## config.mk

```make
export PLATFORM = sky130hd
export DESIGN_NAME = ps2_mouse_packet_tracker
export DESIGN_NICKNAME = d
export VERILOG_FILES = /design/src/sv/pmpt_pkg.sv /design/src/sv/ps2_mouse_packet_tracker.sv
export VERILOG_INCLUDE_DIRS = /design/src /design/src/sv
export SDC_FILE = /design/constraint.sdc
export NUM_CORES = 1
export LEC_CHECK = 0
export BUFFER_PORTS_ARGS = -buffer_cell sky130_fd_sc_hd__buf_2
export CORE_MARGIN = 2
export CORE_UTILIZATION = 28
export DETAILED_ROUTE_END_ITERATION = 16
export SETUP_SLACK_MARGIN = 0.1
export SLEW_MARGIN = 0
export SYNTH_ARGS = -nofsm -noshare
export SYNTH_HDL_FRONTEND = slang
export SYNTH_SLANG_ARGS = --single-unit
```

## constraint.sdc

```tcl
create_clock -name clk_i -period 4.08 [get_ports clk_i]
set_input_delay 1.02 -clock clk_i [delete_from_list [all_inputs] [get_ports clk_i]]
set_output_delay 1.02 -clock clk_i [all_outputs]
set_load 0.005 [all_outputs]
```

## src/sv/ps2_mouse_packet_tracker_assert.svh

```systemverilog
// Assertion macros for the PS/2 mouse packet tracker.
// Each macro checks a property on the rising clock edge, disabled while reset is low.
`ifndef PS2_MOUSE_PACKET_TRACKER_ASSERT_SVH
`define PS2_MOUSE_PACKET_TRACKER_ASSERT_SVH

`ifndef SYNTHESIS

`define PMPT_ASSERT(lbl, clk, rstn, prop, msg) \
  lbl: assert property (@(posedge clk) disable iff (!(rstn)) (prop)) else $error(msg);

`define PMPT_ASSERT_NEVER(lbl, clk, rstn, expr, msg) \
  lbl: assert property (@(posedge clk) disable iff (!(rstn)) !(expr)) else $error(msg);

`else

`define PMPT_ASSERT(lbl, clk, rstn, prop, msg)

`define PMPT_ASSERT_NEVER(lbl, clk, rstn, expr, msg)

`endif

`endif

```

## src/sv/pmpt_pkg.sv

```systemverilog
`timescale 1ns / 1ps

package pmpt_pkg;

  // Coordinate width default and configuration register width
  localparam int CoordBitsDefault = 12;
  localparam int CfgW             = 13;
  localparam int CfgAddrW         = 2;

  // Configuration register indexes
  localparam logic [CfgAddrW-1:0] CfgScreenWidth   = 2'd0;
  localparam logic [CfgAddrW-1:0] CfgScreenHeight  = 2'd1;
  localparam logic [CfgAddrW-1:0] CfgDeliverEnable = 2'd2;

  // Configuration reset values
  localparam logic [CfgW-1:0] ScreenWidthReset  = 13'd640;
  localparam logic [CfgW-1:0] ScreenHeightReset = 13'd480;

  // Header byte bits
  localparam logic [7:0] HdrYOverflow = 8'h80;
  localparam logic [7:0] HdrXOverflow = 8'h40;
  localparam logic [7:0] HdrSync      = 8'h08;
  localparam logic [7:0] HdrMiddle    = 8'h04;
  localparam logic [7:0] HdrRight     = 8'h02;
  localparam logic [7:0] HdrLeft      = 8'h01;
  localparam logic [7:0] HdrButtons   = HdrLeft | HdrRight | HdrMiddle;
  localparam logic [7:0] HdrOverflow  = HdrXOverflow | HdrYOverflow;

endpackage

```

## src/sv/ps2_mouse_packet_tracker.sv

```systemverilog
`timescale 1ns / 1ps

// Channel    Dir  Payload (lowest bit first)
// s_axis     in   tdata: data_byte[7:0]; tuser: aux_flag
// m_axis     out  tdata: delta_x, delta_y, button_bits, cursor_x, cursor_y, queued
// cfg        in   cfg_we_i / cfg_addr_i / cfg_wdata_i, single-cycle register write
//
// One byte is taken every cycle while s_axis_tready is high; from the input register, a good
// packet's third byte loads the result register and m_axis_tvalid, unless results still wait.
// The input register feeds the framing and add-clamp logic, which fills a result register.
// A skid register behind the result register lets input flow while a result waits.
// Reset clears framing phase, cursor and valid flags and loads the configuration defaults.
// Input stalls only when both result and skid registers are full and the stage holds a byte.

module ps2_mouse_packet_tracker
  import pmpt_pkg::*;
#(
  parameter int CoordBits = CoordBitsDefault
) (
  input  logic                 clk_i,
  input  logic                 rst_ni,
  // configuration write port
  input  logic                 cfg_we_i,
  input  logic [CfgAddrW-1:0]  cfg_addr_i,
  input  logic [CfgW-1:0]      cfg_wdata_i,
  // byte stream from the controller
  input  logic                 s_axis_tvalid,
  output logic                 s_axis_tready,
  input  logic [7:0]           s_axis_tdata,  // data_byte[7:0]
  input  logic                 s_axis_tuser,  // aux_flag
  // packet results
  output logic                 m_axis_tvalid,
  input  logic                 m_axis_tready,
  // delta_x[7:0], delta_y[15:8], button_bits[18:16], cursor_x, cursor_y, queued, zero pad
  output logic [((2*CoordBits+20+7)/8)*8-1:0] m_axis_tdata
);

  localparam int OutW     = 2 * CoordBits + 20;
  localparam int OutPadW  = ((OutW + 7) / 8) * 8;
  localparam int SumW     = ((CoordBits > CfgW) ? CoordBits : CfgW) + 2;
  localparam logic signed [SumW-1:0] CoordMax = SumW'({CoordBits{1'b1}});

  typedef enum logic [1:0] {
    PH_HEADER,
    PH_X,
    PH_Y
  } phase_e;

  typedef struct packed {
    logic                 queued;
    logic [CoordBits-1:0] cursor_y;
    logic [CoordBits-1:0] cursor_x;
    logic [2:0]           button_bits;
    logic signed [7:0]    delta_y;
    logic signed [7:0]    delta_x;
  } result_t;

  // Move a coordinate by a signed delta and clamp to [0, size-1], capped at the largest coordinate
  function automatic logic [CoordBits-1:0] move_clamp(
    logic [CoordBits-1:0]   pos,
    logic signed [SumW-1:0] delta,
    logic [CfgW-1:0]        size
  );
    logic [CfgW-1:0]        lim_raw;
    logic signed [SumW-1:0] lim;
    logic signed [SumW-1:0] p;
    lim_raw = (size == '0) ? '0 : size - CfgW'(1);
    lim     = $signed(SumW'(lim_raw));
    if (lim > CoordMax) lim = CoordMax;
    p = $signed(SumW'(pos)) + delta;
    if (p < 0) p = '0;
    if (p >= lim) p = lim;
    return p[CoordBits-1:0];
  endfunction

  // configuration
  logic [CfgW-1:0] width_q, height_q;
  logic            deliver_q;

  // input stage
  logic            in_valid_q;
  logic [7:0]      in_byte_q;
  logic            in_aux_q;

  // framing and cursor state
  phase_e               phase_q;
  logic [7:0]           header_q;
  logic [7:0]           x_q;
  logic [CoordBits-1:0] pos_x_q, pos_y_q;

  // result and skid registers
  logic    out_valid_q, skid_valid_q;
  result_t out_q, skid_q;

  logic    stage_fire;
  logic    has_result;
  logic    pop;
  logic    push;
  result_t res;
  logic [CoordBits-1:0] new_x, new_y;

  // Compute the packet result from the staged byte
  always_comb begin
    has_result = in_aux_q && (phase_q == PH_Y) && ((header_q & HdrOverflow) == '0);
    new_x = move_clamp(pos_x_q, SumW'($signed(x_q)), width_q);
    new_y = move_clamp(pos_y_q, -(SumW'($signed(in_byte_q))), height_q);
    res.delta_x     = $signed(x_q);
    res.delta_y     = $signed(in_byte_q);
    res.button_bits = header_q[2:0] & HdrButtons[2:0];
    res.cursor_x    = new_x;
    res.cursor_y    = new_y;
    res.queued      = deliver_q;
  end

  assign stage_fire    = in_valid_q && !skid_valid_q;
  assign s_axis_tready = !in_valid_q || stage_fire;
  assign pop           = out_valid_q && m_axis_tready;
  assign push          = stage_fire && has_result;

  assign m_axis_tvalid = out_valid_q;
  assign m_axis_tdata  = OutPadW'(out_q);

  // Hold configuration, input, framing state, cursor and result registers
  always_ff @(posedge clk_i or negedge rst_ni) begin
    if (!rst_ni) begin
      width_q      <= ScreenWidthReset;
      height_q     <= ScreenHeightReset;
      deliver_q    <= 1'b0;
      in_valid_q   <= 1'b0;
      in_byte_q    <= '0;
      in_aux_q     <= 1'b0;
      phase_q      <= PH_HEADER;
      header_q     <= '0;
      x_q          <= '0;
      pos_x_q      <= '0;
      pos_y_q      <= '0;
      out_valid_q  <= 1'b0;
      skid_valid_q <= 1'b0;
      out_q        <= '0;
      skid_q       <= '0;
    end else begin
      // register writes
      if (cfg_we_i) begin
        unique case (cfg_addr_i)
          CfgScreenWidth:   width_q   <= cfg_wdata_i;
          CfgScreenHeight:  height_q  <= cfg_wdata_i;
          CfgDeliverEnable: deliver_q <= cfg_wdata_i[0];
          default: ;
        endcase
      end

      // capture an incoming byte
      if (s_axis_tready) begin
        in_valid_q <= s_axis_tvalid;
        if (s_axis_tvalid) begin
          in_byte_q <= s_axis_tdata;
          in_aux_q  <= s_axis_tuser;
        end
      end

      // advance framing on aux bytes; drop the rest
      if (stage_fire && in_aux_q) begin
        unique case (phase_q)
          PH_X: begin
            x_q     <= in_byte_q;
            phase_q <= PH_Y;
          end
          PH_Y: begin
            phase_q <= PH_HEADER;
            if (has_result) begin
              pos_x_q <= new_x;
              pos_y_q <= new_y;
            end
          end
          default: begin
            header_q <= in_byte_q;
            phase_q  <= ((in_byte_q & HdrSync) != '0) ? PH_X : PH_HEADER;
          end
        endcase
      end

      // result register with skid
      if (skid_valid_q) begin
        if (pop) begin
          out_q        <= skid_q;
          skid_valid_q <= 1'b0;
        end
      end else if (push) begin
        if (!out_valid_q || pop) begin
          out_q       <= res;
          out_valid_q <= 1'b1;
        end else begin
          skid_q       <= res;
          skid_valid_q <= 1'b1;
        end
      end else if (pop) begin
        out_valid_q <= 1'b0;
      end
    end
  end

`include "ps2_mouse_packet_tracker_assert.svh"

  `PMPT_ASSERT(a_skid_needs_out, clk_i, rst_ni,
               skid_valid_q |-> out_valid_q, "skid full while result register empty")
  `PMPT_ASSERT(a_stall_cause, clk_i, rst_ni,
               !s_axis_tready |-> (in_valid_q && skid_valid_q), "input stalled without cause")
  `PMPT_ASSERT(a_result_framed, clk_i, rst_ni,
               push |-> (in_aux_q && phase_q == PH_Y && (header_q & HdrOverflow) == '0),
               "result outside a good packet")
  `PMPT_ASSERT_NEVER(a_skid_overwrite, clk_i, rst_ni,
                     skid_valid_q && push, "result pushed while skid is full")

endmodule
```

==> flow_summary.rst, run 1 <==
.. list-table::
   :header-rows: 1

   * - Metric
     - Value
   * - Synth top area share
     - 0.428
   * - Switching Power
     - 4.84 mW
   * - Final critical-path share of the clock period
     - 1.01
   * - Die Outline Area
     - about 0.035 mm^2
   * - Cell internal pwr
     - between 6 and 7 mW
   * - Maximum fanout along the worst path
     - 6
   * - Initial antenna violation count
     - 0
   * - Ranking of synthesized cells by area
     - dfrtp_1 43%, o21ai_0 7.8%, ha_1 6.7%, mux2_2 5.4%, nand2_1 4.9%
   * - Worst hold slack
     - 0.472 ns
   * - Violations in the final reports
     - setup timing
   * - Period minus WS final
     - approximately 4.1 ns
   * - Combinational share of power
     - 0.635
   * - Leftover overflow at the end of global routing
     - 0
   * - Predominant post-synthesis flop cell
     - dfrtp_1
   * - Number of top-level pins
     - just under 80
   * - Number of clock sinks
     - 166
   * - Number of global-route vias before repair
     - 7,680
   * - Outcome
     - complete, but fails checks
   * - Via total after detailed routing
     - 7,757
   * - PnR worst setup slack
     - -0.0312 ns
   * - Die span in x
     - roughly 190 um
   * - Metal-1 WL
     - 12.4 mm
   * - Total length of routed met2 wires
     - around 12 mm
   * - Fraction of synthesis flops using an asynchronous set or reset pin
     - 1.00
   * - Number of hold buffers added after CTS
     - 0
   * - Most instantiated cells after synthesis
     - 160 x dfrtp_1, 146 x o21ai_0, 122 x nand2_1, 54 x a21oi_1, 50 x ha_1
   * - Slew headroom
     - 0.152
   * - Required arrival time at the worst endpoint
     - 4.44 ns
   * - Total count of max-transition violations in the final report
     - 0
   * - Detail-routed net length per standard cell
     - 16.4 um
   * - Chip height
     - 187 um
   * - Number of synthesized flops with an enable pin
     - 0
   * - 1st-iter DRT viols
     - 487
   * - Post-placement worst setup slack
     - -0.269 ns
   * - RD Place Congestion
     - 0.833
   * - Maximum buffer depth of the clock tree
     - 2
   * - Largest voltage drop on the vdd net
     - 498 uV
   * - Synth warnings
     - 0
   * - Power density over the cells
     - 915 mW/mm^2
   * - Worst-path clk slew
     - 0.07 ns
   * - Relative contribution of the clock network to total power
     - 0.140
   * - Cell type with the highest aggregate area in the netlist
     - dfrtp_1
   * - Detailed Route WL
     - 26.0 mm
   * - Detailed placer's ending HPWL
     - around 19 mm
   * - Startpoint class of the critical path
     - register
   * - Global routing usage summed across all routing layers
     - 0.151
   * - Worst Tran Pin Value
     - roughly 1.3 ns
   * - Finish-stage setup viols
     - 5
   * - Layout Area Growth over Synthesis
     - 30.2%
   * - Number of diodes
     - 0
   * - Number of buffers inserted during clock tree synthesis
     - 17
   * - Worst Setup Path Type
     - register to register
   * - Pin count of the biggest net entering global routing
     - 81
   * - Count of fill cells added during filler insertion
     - 3,270
   * - Wire length of the first global-routing pass
     - 42.0 mm
   * - Part of the power in registers
     - 0.225
   * - Number of remaining DRC errors
     - 0
   * - Setup repair after global routing missed its margin
     - yes
   * - Root buffer cell
     - clkbuf_16
   * - Clock tree from TritonCTS
     - done
   * - Type of destination of the critical path
     - register
   * - Worst min-delay path category
     - register to register
   * - Via density per instance
     - 4.88
   * - Synth Area per Inst
     - 9.53 um^2
   * - Cell variety after synth
     - between 70 and 80
   * - Number of synthesized register bits
     - 166
   * - Post-synthesis sequential area ratio
     - 0.445
   * - Top routing layer in use
     - met4
   * - Area inside the core boundary
     - 0.0327 mm^2
   * - Cell area after technology mapping
     - 0.00935 mm^2
   * - # Max-Cap Violations
     - 0
   * - Starting density of the core
     - 0.286
   * - Total met3 wirelength after detailed routing
     - approximately 990 um
   * - Depth of the CTS H-tree
     - 4
   * - Leakage power figure
     - 5.60 nW
   * - Area of all placed cells without fillers
     - approximately 0.012 mm^2
   * - Length of the first detailed-routing pass in iterations
     - 5
   * - Cell count after synthesis
     - 982
   * - Ratio of cells with drive above 1 in the final layout
     - 0.350
   * - Highest achievable clock rate
     - 243 MHz
   * - Number of hold-slack violations in the final timing report
     - 0
   * - Count of input and output buffers
     - between 70 and 80
   * - Sum Neg Setup Slack
     - -0.0719 ns
   * - Largest clock skew in the final design
     - 0.0167 ns
   * - Number of rows in the core area
     - 66
   * - Switching Share
     - 0.435
   * - Post-route ant nets
     - 0
   * - Worst-Skew Late Latency
     - ~0.44 ns
   * - Internal reg-to-reg setup slack
     - -0.03 ns
   * - Power, Total
     - 11.1 mW
   * - Post-DP Area
     - about 0.011 mm^2
   * - Nets@finish
     - roughly 1,200
   * - Top-count cell post-synth
     - dfrtp_1
   * - Arrival time of the worst setup path
     - 4.47 ns
==> layer usage <==
| layer | vias to the layer above | global-route usage |
|---|---|---|
| met5 | - | 0 |
| met4 | 0 | 0.0372 |
| met3 | 20 | 0.0276 |
| met2 | 110 | 0.242 |
| met1 | 3836 | 0.210 |
| li1 | 3791 | - |
==> final timing paths <==
kind | cells after the start | startpoint | endpoint
worst min register to register | 2 | m_axis_tdata[5] | m_axis_tdata[5]
min in group asynchronous | 1 | rst_ni | pos_y_q[7]
max in group asynchronous | 2 | rst_ni | height_q[5]
worst max register to register | 21 | pos_x_q[0] | skid_q[27]
worst min-delay path | 2 | m_axis_tdata[5] | m_axis_tdata[5]
worst max-delay path | 21 | pos_x_q[0] | skid_q[27]
==> stage by stage <==
stage | util | instances
2_1_floorplan | - | 986
3_3_place_gp | 0.329 | 1531
3_5_place_dp | 0.329 | 1531
4_1_cts | 0.362 | 1579
5_1_grt | 0.372 | 1589
6_report | 0.372 | 1589
==> power by group through the flow <==
stage | clock network [mW] | logic [mW] | registers (mW)
2_1_floorplan | 0 | 3.50 | 2.46
3_3_place_gp | 0 | 5.41 | 2.51
3_5_place_dp | 0 | 5.46 | 2.52
4_1_cts | 1.59 | 6.45 | 2.50
5_1_grt | 1.68 | 7.71 | 2.56
6_report | 1.56 | 7.07 | 2.50
==> state kept, by name, summed over array words and instances, names as in the netlist <==
| signal | cells |
|---|---|
| width_q | 13 |
| m_axis_tdata | 44 |
| deliver_q | 1 |
| height_q | 13 |
| pos_x_q | 12 |
| x_q | 8 |
| in_byte_q | 8 |
| pos_y_q | 12 |
| in_valid_q | 1 |
| phase_q | 2 |
| in_aux_q | 1 |
| m_axis_tvalid | 1 |
| skid_valid_q | 1 |
| skid_q | 44 |
| header_q | 5 |
==> layout make-up <==
class	count	area [um^2]	area share
flip-flops and latches	166	4170	0.342
multi-input cells	732	5570	0.457
clock inverters	13	111	0.00915
well taps	442	553	0.0454
repair buffers	173	1160	0.0956
clock buffers	19	453	0.0372
inverters	44	165	0.0136
==> repair_timing <==
action                     4_1_cts  5_1_grt
resized for setup              116       94
setup buffers                   18       11
pin swaps                       61       72
gates cloned                     0        0
setup endpoints to repair       69       69
==> worst max-delay path, cell delays in order, from the launching register on <==
cell       delay, ns
dfrtp_1         0.39
ha_2            0.20
fa_2            0.34
a21o_1          0.21
a31oi_4         0.20
o21ai_2         0.09
a41oi_2         0.16
inv_1           0.08
a21oi_2         0.20
o2111ai_2       0.14
o41ai_2         0.08
ha_1            0.30
and2_4          0.15
nand4_1         0.16
buf_4           0.15
nor3_2          0.03
o32ai_2         0.35
a21oi_2         0.11
buf_6           0.16
buf_6           0.11
o31a_1          0.29
o21ai_1         0.15
==> logic make-up after synthesis <==
family | Yosys count | share of synthesized area
xor+xnor | 30 | 0.0281
other cells | 2 | 0.000803
simple gates | 285 | 0.149
compound gates | 278 | 0.174
mux | 81 | 0.0940
fa+ha+maj | 52 | 0.0712
buf+inv | 88 | 0.0383
flops | 166 | 0.445
==> layout by cell type (no fill, tap or decap), types with 23 or more instances in the layout <==
| cell | synthesis | layout |
|---|---|---|
| mux2i_1 | 32 | 23 |
| o21ai_0 | 146 | 79 |
| buf_2 | 1 | 73 |
| inv_1 | 44 | 41 |
| nand2_1 | 122 | 118 |
| dfrtp_1 | 160 | 157 |
| and3_1 | 27 | 26 |
| nor2_1 | 47 | 34 |
| mux2_2 | 45 | 42 |
| o21ai_2 | 1 | 33 |
| o21ai_1 | 7 | 42 |
| a21oi_1 | 54 | 45 |
| buf_4 | 5 | 92 |
| ha_1 | 50 | 33 |
Power figures use the tool's default switching activity.
==> run 2: changes to the inputs <==
Settings changed: REMOVE_ABC_BUFFERS set to 1, SLEW_MARGIN 0 to 40.
==> run 2 against run 1 <==
The flow still finishes with violations (setup timing). Global-route usage up 0.22 points. Sequential power about the same. Combinational power up 6.5%. Total power up 4.3%. Die area unchanged. Critical path depth down 2. First-iteration DRC count down 15%. Hold slack about the same. Register-to-register slack about the same. Maximum frequency up 0.23%. Clock skew down 0.0015 ns. Cell area up 4.0%.
==> flow_summary.rst, run 2 (synthesis results as in run 1) <==
.. list-table::
   :header-rows: 1

   * - Metric
     - Value
   * - Count of placed standard cells including taps
     - 1,577
   * - Worst min-delay path category
     - register to register
   * - Global routing usage summed across all routing layers
     - 0.153
   * - Wire length of the first global-routing pass
     - 42.5 mm
   * - Number of buffers inserted during clock tree synthesis
     - 17
   * - Via density per instance
     - 4.86
   * - Startpoint class of the critical path
     - register
   * - Count of input and output buffers
     - 74
   * - Cells traversed along the worst timing path
     - ha_4 -> a22o_4 -> nor4_4 -> a22oi_2 -> and3_4 -> buf_6 -> nor2_4 -> and2_4 -> inv_4 -> ha_4 -> a21o_1 -> a21oi_2 -> o31a_1 -> nor4_2 -> o32ai_2 -> a21oi_2 -> buf_4 -> o31a_1 -> o21ai_1
   * - Detailed Route WL
     - around 26 mm
   * - Initial antenna violation count
     - 4
   * - Post-DP Area
     - 0.0110 mm^2
   * - Total length of routed met2 wires
     - 12.8 mm
   * - Crit path buf inv count
     - 3
   * - Leakage power figure
     - 5.88 nW
   * - Period minus WS final
     - 4.10 ns
   * - Layout Area Growth over Synthesis
     - 35.4%
   * - Required arrival time at the worst endpoint
     - between 4 and 5 ns
   * - Detail-routed net length per standard cell
     - around 16 um
   * - Setup repair after global routing missed its margin
     - yes
   * - 1st-iter DRT viols
     - 416
   * - Maximum buffer depth of the clock tree
     - 2
   * - Power, Total
     - roughly 12 mW
   * - Hold Path Depth
     - 2
   * - Length of the first detailed-routing pass in iterations
     - 5
   * - Most common library cell in the layout ignoring fill and taps
     - dfrtp_1
   * - Worst Setup Path Type
     - register to register
   * - Largest voltage drop on the vdd net
     - 360 uV
   * - Root buffer cell
     - clkbuf_16
   * - Metal-1 WL
     - 11.9 mm
   * - Min-Delay Startpoint
     - skid_q[37]
   * - Chip height
     - 187 um
   * - Power density over the cells
     - between 900 and 1000 mW/mm^2
   * - Clock tree from TritonCTS
     - done
   * - Final non-filler cell total
     - 1,638
   * - Final critical-path share of the clock period
     - 1.01
   * - Internal reg-to-reg setup slack
     - -0.02 ns
   * - RD Place Congestion
     - 0.845
   * - Commonest non-fill, non-tap cells in the layout
     - 158 x dfrtp_1, 139 x buf_4, 119 x nand2_1
   * - # Max-Cap Violations
     - 0
   * - Worst-Skew Late Latency
     - 0.44 ns
   * - Die Outline Area
     - approximately 0.035 mm^2
   * - Via total after detailed routing
     - 7,960
   * - Highest achievable clock rate
     - 244 MHz
   * - Number of diodes
     - 0
   * - Number of hold buffers added after CTS
     - 0
   * - Arrival time of the worst setup path
     - 4.46 ns
   * - Pin count of the biggest net entering global routing
     - 94
   * - Critical Path Slowest Stage Cell
     - dfrtp_2
   * - Number of remaining DRC errors
     - 0
   * - Worst path depth
     - 19
   * - Nets@finish
     - 1,264
   * - Area of all placed cells without fillers
     - roughly 0.013 mm^2
   * - Outcome
     - complete, but fails checks
   * - Number of top-level pins
     - 79
   * - Max stage delay on crit path
     - 0.49 ns
   * - Die span in x
     - between 150 and 200 um
   * - Post-route ant nets
     - 0
   * - Multi-input logic area
     - 0.00564 mm^2
   * - Cell count of the worst reg-to-reg path
     - 19
   * - Area of all sequential standard cells
     - approximately 0.0042 mm^2
   * - Largest clock skew in the final design
     - 0.0151 ns
   * - Violations in the final reports
     - setup timing
   * - Post-placement worst setup slack
     - -0.326 ns
   * - Critical Path Start
     - x_q[7]
   * - Starting density of the core
     - 0.286
   * - Leftover overflow at the end of global routing
     - 0
   * - Number of rows in the core area
     - 66
   * - PnR worst setup slack
     - -0.0217 ns
   * - Finish-stage setup viols
     - 2
   * - Number of global-route vias before repair
     - 8,035
   * - Worst Tran Pin Value
     - about 0.84 ns
   * - Sum Neg Setup Slack
     - -0.0326 ns
   * - Worst-path clk slew
     - 0.07 ns
   * - Number of clock sinks
     - 166
   * - Top routing layer in use
     - met5
   * - Count of fill cells added during filler insertion
     - approximately 3,300
   * - Ratio of cells with drive above 1 in the final layout
     - 0.383
   * - Reg-to-reg startpoint
     - x_q[7]
   * - Maximum fanout along the worst path
     - 6
   * - Depth of the CTS H-tree
     - 4
   * - Total count of max-transition violations in the final report
     - 0
   * - Total met3 wirelength after detailed routing
     - 1.23 mm
   * - Gate family responsible for the most delay along the worst path
     - compound AO/OA/AOI/OAI gates
   * - Detailed placer's ending HPWL
     - 18.9 mm
   * - Slew headroom
     - 0.441
   * - Area inside the core boundary
     - 0.0327 mm^2
   * - Number of hold-slack violations in the final timing report
     - 0
   * - Type of destination of the critical path
     - register
[run 2: cell types whose count changed in the layout (fill, tap and decap cells not counted), moves of 3 or more]
cell / delta
buf_4: +47
clkinv_4: +3
clkinvlp_4: -3
inv_1: -4
inv_2: +3
nor2_1: +3
nor2_2: -5
o21ai_1: -7
o21ai_2: +8
[run 2: worst reg2reg max path, stage by stage, from the launching register on]
cell and delay, ns:
dfrtp_2 0.49, ha_4 0.27, a22o_4 0.27, nor4_4 0.36, a22oi_2 0.15, and3_4 0.19
buf_6 0.11, nor2_4 0.11, and2_4 0.19, inv_4 0.04, ha_4 0.23, a21o_1 0.16
a21oi_2 0.13, o31a_1 0.17, nor4_2 0.05, o32ai_2 0.31, a21oi_2 0.12, buf_4 0.16
o31a_1 0.34, o21ai_1 0.18
[run 2: repair_timing]
item | CTS | global route
gates cloned | 0 | 0
endpoints found under the setup margin | 69 | 69
buffers inserted | 18 | 12
pin swaps | 35 | 89
endpoints found under the hold margin | 0 | 0
gates resized for setup | 82 | 155
[run 2: power by group]
group | total [mW] | internal [mW] | switching [mW]
logic | 7.53 | 3.67 | 3.86
registers | 2.47 | 2.13 | 0.338
clock network | 1.63 | 0.893 | 0.732
[run 2: through the flow]
stage	hold WS, ns	util
after floorplan	0.442	-
after global placement	0.454	0.338
after detailed placement	0.462	0.338
after CTS	0.479	0.369
after global routing	0.485	0.387
final	0.473	0.387
[run 2: per-layer routing]
| metal | vias to the layer above | global-route usage |
|---|---|---|
| li1 | 3883 | - |
| met2 | 132 | 0.256 |
| met4 | 8 | 0.0455 |
| met1 | 3901 | 0.196 |
| met3 | 36 | 0.0355 |
| met5 | - | 0 |
[run 2: area by class of cell]
type	instances	area share
tap	442	0.0437
clock buffer	19	0.0358
sequential	166	0.329
multi-input combinational	732	0.445
inverter	44	0.0132
timing repair buffer	222	0.123
clock inverter	13	0.0108
[run 2: path summary, 6_finish.rpt]
| check | end |
|---|---|
| worst min register to register | skid_q[37] |
| worst min-delay path | skid_q[37] |
| min in group asynchronous | width_q[8] |
| worst max-delay path | skid_q[26] |
| worst max register to register | skid_q[26] |
| max in group asynchronous | header_q[6] |
==> run 3: changes to the inputs <==
Settings changed: ABC_AREA set to 1, TNS_END_PERCENT set to 1.
Clock period 4.08 ns to 3.4 ns, I/O delays scaled along.
==> run 3 against run 2 <==
The run still ends with setup timing left. Maximum frequency up 18%. Sequential share of layout area down 1.6 points. Die area up 9.8%. Cell count up 27%. Hold slack worse by 0.060 ns. Critical path type unchanged. Via count up 22%. Flip-flop and latch count unchanged. Sequential power up 21%. Register-to-register slack worse by 0.04 ns. Clock skew up 0.00069 ns. Worst setup slack worse by 0.042 ns. Largest power group unchanged.
==> flow_summary.rst, run 3 <==
.. list-table::
   :header-rows: 1

   * - Metric
     - Value
   * - Finish-stage setup viols
     - 46
   * - Number of hold buffers added after CTS
     - 0
   * - Critical Path Slowest Stage Cell
     - fa_2
   * - Largest clock skew in the final design
     - ~0.016 ns
   * - Total count of max-transition violations in the final report
     - 0
   * - Most instantiated cells after synthesis
     - 471 x nand2_1, 160 x dfrtp_1, 146 x inv_1, 120 x nand3_1, 109 x nor2_1
   * - Most common library cell in the layout ignoring fill and taps
     - nand2_1
   * - Total length of routed met2 wires
     - 14.3 mm
   * - Number of rows in the core area
     - 70
   * - Ranking of synthesized cells by area
     - dfrtp_1 39%, nand2_1 17%, ha_1 6.1%, nand3_1 5.8%, inv_1 5.3%
   * - Commonest non-fill, non-tap cells in the layout
     - 452 x nand2_1, 158 x dfrtp_1, 137 x inv_1
   * - Cell type with the highest aggregate area in the netlist
     - dfrtp_1
   * - Number of global-route vias before repair
     - 9,646
   * - Arrival time of the worst setup path
     - 3.79 ns
   * - Startpoint class of the critical path
     - register
   * - Count of fill cells added during filler insertion
     - 3,840
   * - Critical R2R Capture
     - pos_x_q[7]
   * - Area inside the core boundary
     - between 0.03 and 0.04 mm^2
   * - Synth Area per Inst
     - 7.26 um^2
   * - Maximum buffer depth of the clock tree
     - 2
   * - PnR worst setup slack
     - -0.0634 ns
   * - Setup repair after global routing missed its margin
     - yes
   * - Chip height
     - between 150 and 200 um
   * - Depth of the CTS H-tree
     - 4
   * - Power density over the cells
     - about 1100 mW/mm^2
   * - Root buffer cell
     - clkbuf_16
   * - Violations in the final reports
     - setup timing
   * - Number of synthesized register bits
     - 166
   * - Cell area after technology mapping
     - 0.0103 mm^2
   * - Post-synthesis sequential area ratio
     - 0.404
   * - Cell variety after synth
     - 48
   * - Number of top-level pins
     - 79
   * - Fraction of synthesis flops using an asynchronous set or reset pin
     - 1.00
   * - Die Outline Area
     - 0.0383 mm^2
   * - Worst-Skew Late Latency
     - 0.44 ns
   * - Leftover overflow at the end of global routing
     - 0
   * - Layout Area Growth over Synthesis
     - 29.5%
   * - Detailed Route WL
     - between 30 and 40 mm
   * - Slew headroom
     - 0.525
   * - Cell count of the worst reg-to-reg path
     - 22
   * - Maximum fanout along the worst path
     - 8
   * - RD Place Congestion
     - 0.867
   * - Wire length of the first global-routing pass
     - 50.1 mm
   * - Cells traversed along the worst timing path
     - ha_2 -> fa_2 -> a21oi_2 -> nor2_2 -> o21ai_2 -> nand2_1 -> or2_4 -> nand3_2 -> inv_2 -> ha_4 -> nand4_1 -> nor3_2 -> nand2_1 -> nor2_1 -> nand3b_1 -> nand2_2 -> nor2_4 -> nand2_4 -> buf_12 -> nand2_2 -> nand3_1 -> nand2_1
   * - Number of diodes
     - 0
   * - Highest achievable clock rate
     - around 290 MHz
   * - Required arrival time at the worst endpoint
     - 3.72 ns
   * - Global routing usage summed across all routing layers
     - 0.163
   * - Detail-routed net length per standard cell
     - 14.8 um
   * - Gate family responsible for the most delay along the worst path
     - simple AND/OR/NAND/NOR gates
   * - Period minus WS final
     - around 3.5 ns
   * - Post-placement worst setup slack
     - -0.189 ns
   * - Reg-to-reg startpoint
     - x_q[0]
   * - Worst min-delay path category
     - input port to async pin
   * - Starting density of the core
     - 0.282
   * - Number of buffers inserted during clock tree synthesis
     - 17
   * - Internal reg-to-reg setup slack
     - -0.06 ns
   * - Count of input and output buffers
     - 74
   * - Leakage power figure
     - 7.05 nW
   * - Top-count cell post-synth
     - nand2_1
   * - Predominant post-synthesis flop cell
     - dfrtp_1
   * - Worst-path clk slew
     - 0.07 ns
   * - Length of the first detailed-routing pass in iterations
     - 5
   * - Worst Tran Pin Value
     - 0.713 ns
   * - Metal-1 WL
     - about 15 mm
   * - Worst Setup Path Type
     - register to register
   * - Via density per instance
     - 4.68
   * - Outcome
     - complete, but fails checks
   * - Number of remaining DRC errors
     - 0
   * - Cell count after synthesis
     - between 1,000 and 1,500
   * - Via total after detailed routing
     - 9,715
   * - 1st-iter DRT viols
     - roughly 650
   * - Area of all placed cells without fillers
     - 0.0133 mm^2
   * - Type of destination of the critical path
     - register
   * - Initial antenna violation count
     - 0
   * - Post-route ant nets
     - 0
   * - Synth warnings
     - 0
   * - # Max-Cap Violations
     - 0
   * - Number of hold-slack violations in the final timing report
     - 0
   * - Ratio of cells with drive above 1 in the final layout
     - 0.246
   * - Number of clock sinks
     - 166
   * - Final critical-path share of the clock period
     - 1.02
   * - Detailed placer's ending HPWL
     - 22.0 mm
   * - Sum Neg Setup Slack
     - -1.33 ns
   * - Worst path most repeated cell
     - nand2_1
   * - Largest voltage drop on the vdd net
     - 515 uV
   * - Multi-input logic area
     - 0.00581 mm^2
   * - Clock tree from TritonCTS
     - done
   * - Die span in x
     - roughly 200 um
   * - Top routing layer in use
     - met4
   * - Total met3 wirelength after detailed routing
     - 981 um
   * - Synth top area share
     - 0.389
   * - Area of all sequential standard cells
     - 0.00416 mm^2
   * - Post-DP Area
     - 0.0119 mm^2
   * - Crit path buf inv count
     - 2
   * - Number of synthesized flops with an enable pin
     - 0
   * - Nets@finish
     - 1,674
   * - Power, Total
     - roughly 14 mW
   * - Max stage delay on crit path
     - 0.41 ns
   * - Layout Utilization
     - 0.366
   * - Pin count of the biggest net entering global routing
     - 64
[run 3: cell count changes after synthesis, sizes merged, moves of 31 or more]
| cell | delta |
|---|---|
| inv | +110 |
| mux2 | -48 |
| mux2i | -31 |
| nand2 | +365 |
| nand3 | +118 |
| nand4 | +33 |
| nor2 | +67 |
| o21ai | -68 |
[run 3: layout make-up]
cell class | count | share of cell area
Clock buffer | 18 | 0.0322
Clock inverter | 14 | 0.0137
Inverter | 156 | 0.0446
Multi-Input combinational cell | 1044 | 0.436
Sequential cell | 166 | 0.313
Tap cell | 468 | 0.0439
Timing Repair Buffer | 208 | 0.117
[run 3: power breakdown]
| part | leakage, nW | switching (mW) | internal (mW) |
|---|---|---|---|
| clock network | 0.294 | 0.967 | 1.06 |
| logic | 4.73 | 5.07 | 4.16 |
| registers | 2.03 | 0.457 | 2.52 |
[run 3: worst reg2reg max path, stage by stage, from the launching register on]
cell and delay, ns:
dfrtp_1 0.39, ha_2 0.21, fa_2 0.41, a21oi_2 0.18, nor2_2 0.07, o21ai_2 0.10
nand2_1 0.07, or2_4 0.23, nand3_2 0.08, inv_2 0.06, ha_4 0.26, nand4_1 0.15
nor3_2 0.20, nand2_1 0.07, nor2_1 0.08, nand3b_1 0.11, nand2_2 0.10, nor2_4 0.06
nand2_4 0.15, buf_12 0.17, nand2_2 0.07, nand3_1 0.08, nand2_1 0.05
[run 3: cell families after synthesis]
group,count (synthesis),share of synthesized area
adders and majority gates,52,0.0647
other,2,0.000730
muxes,2,0.00207
DFF,166,0.404
and+or+nand+nor,786,0.330
buffers and inverters,214,0.0865
AOI/OAI and AO/OA,171,0.0902
xor gates and xnor gates,25,0.0213
[run 3: layer usage]
layer | up-vias | GRT usage
li1 | 4910 | -
met1 | 4594 | 0.225
met2 | 182 | 0.271
met3 | 29 | 0.0199
met4 | 0 | 0.0424
met5 | - | 0
[run 3: repair_timing]
item,in CTS,in global routing
pin swaps,47,22
setup buffers,24,2
gates cloned,4,0
setup endpoints to repair,72,72
gates resized for setup,110,18
[run 3: stage by stage]
| step | hold WS (ns) | instances |
|---|---|---|
| finish | 0.413 | 2074 |
| global route | 0.467 | 2074 |
| floorplan | 0.449 | 1364 |
| detailed placement | 0.464 | 2012 |
| CTS | 0.439 | 2072 |
| global placement | 0.460 | 2012 |
[run 3: worst max-delay path by stage]
stage | startpoint | endpoint | cells after the start
final | x_q[0] | pos_x_q[7] | 22
after global routing | x_q[0] | pos_x_q[11] | 24
after CTS | x_q[7] | m_axis_tdata[27] | 27
after detailed placement | x_q[0] | pos_x_q[9] | 22
after global placement | pos_y_q[0] | m_axis_tdata[31] | 21
after floorplan | skid_valid_q | m_axis_tdata[0] | 7
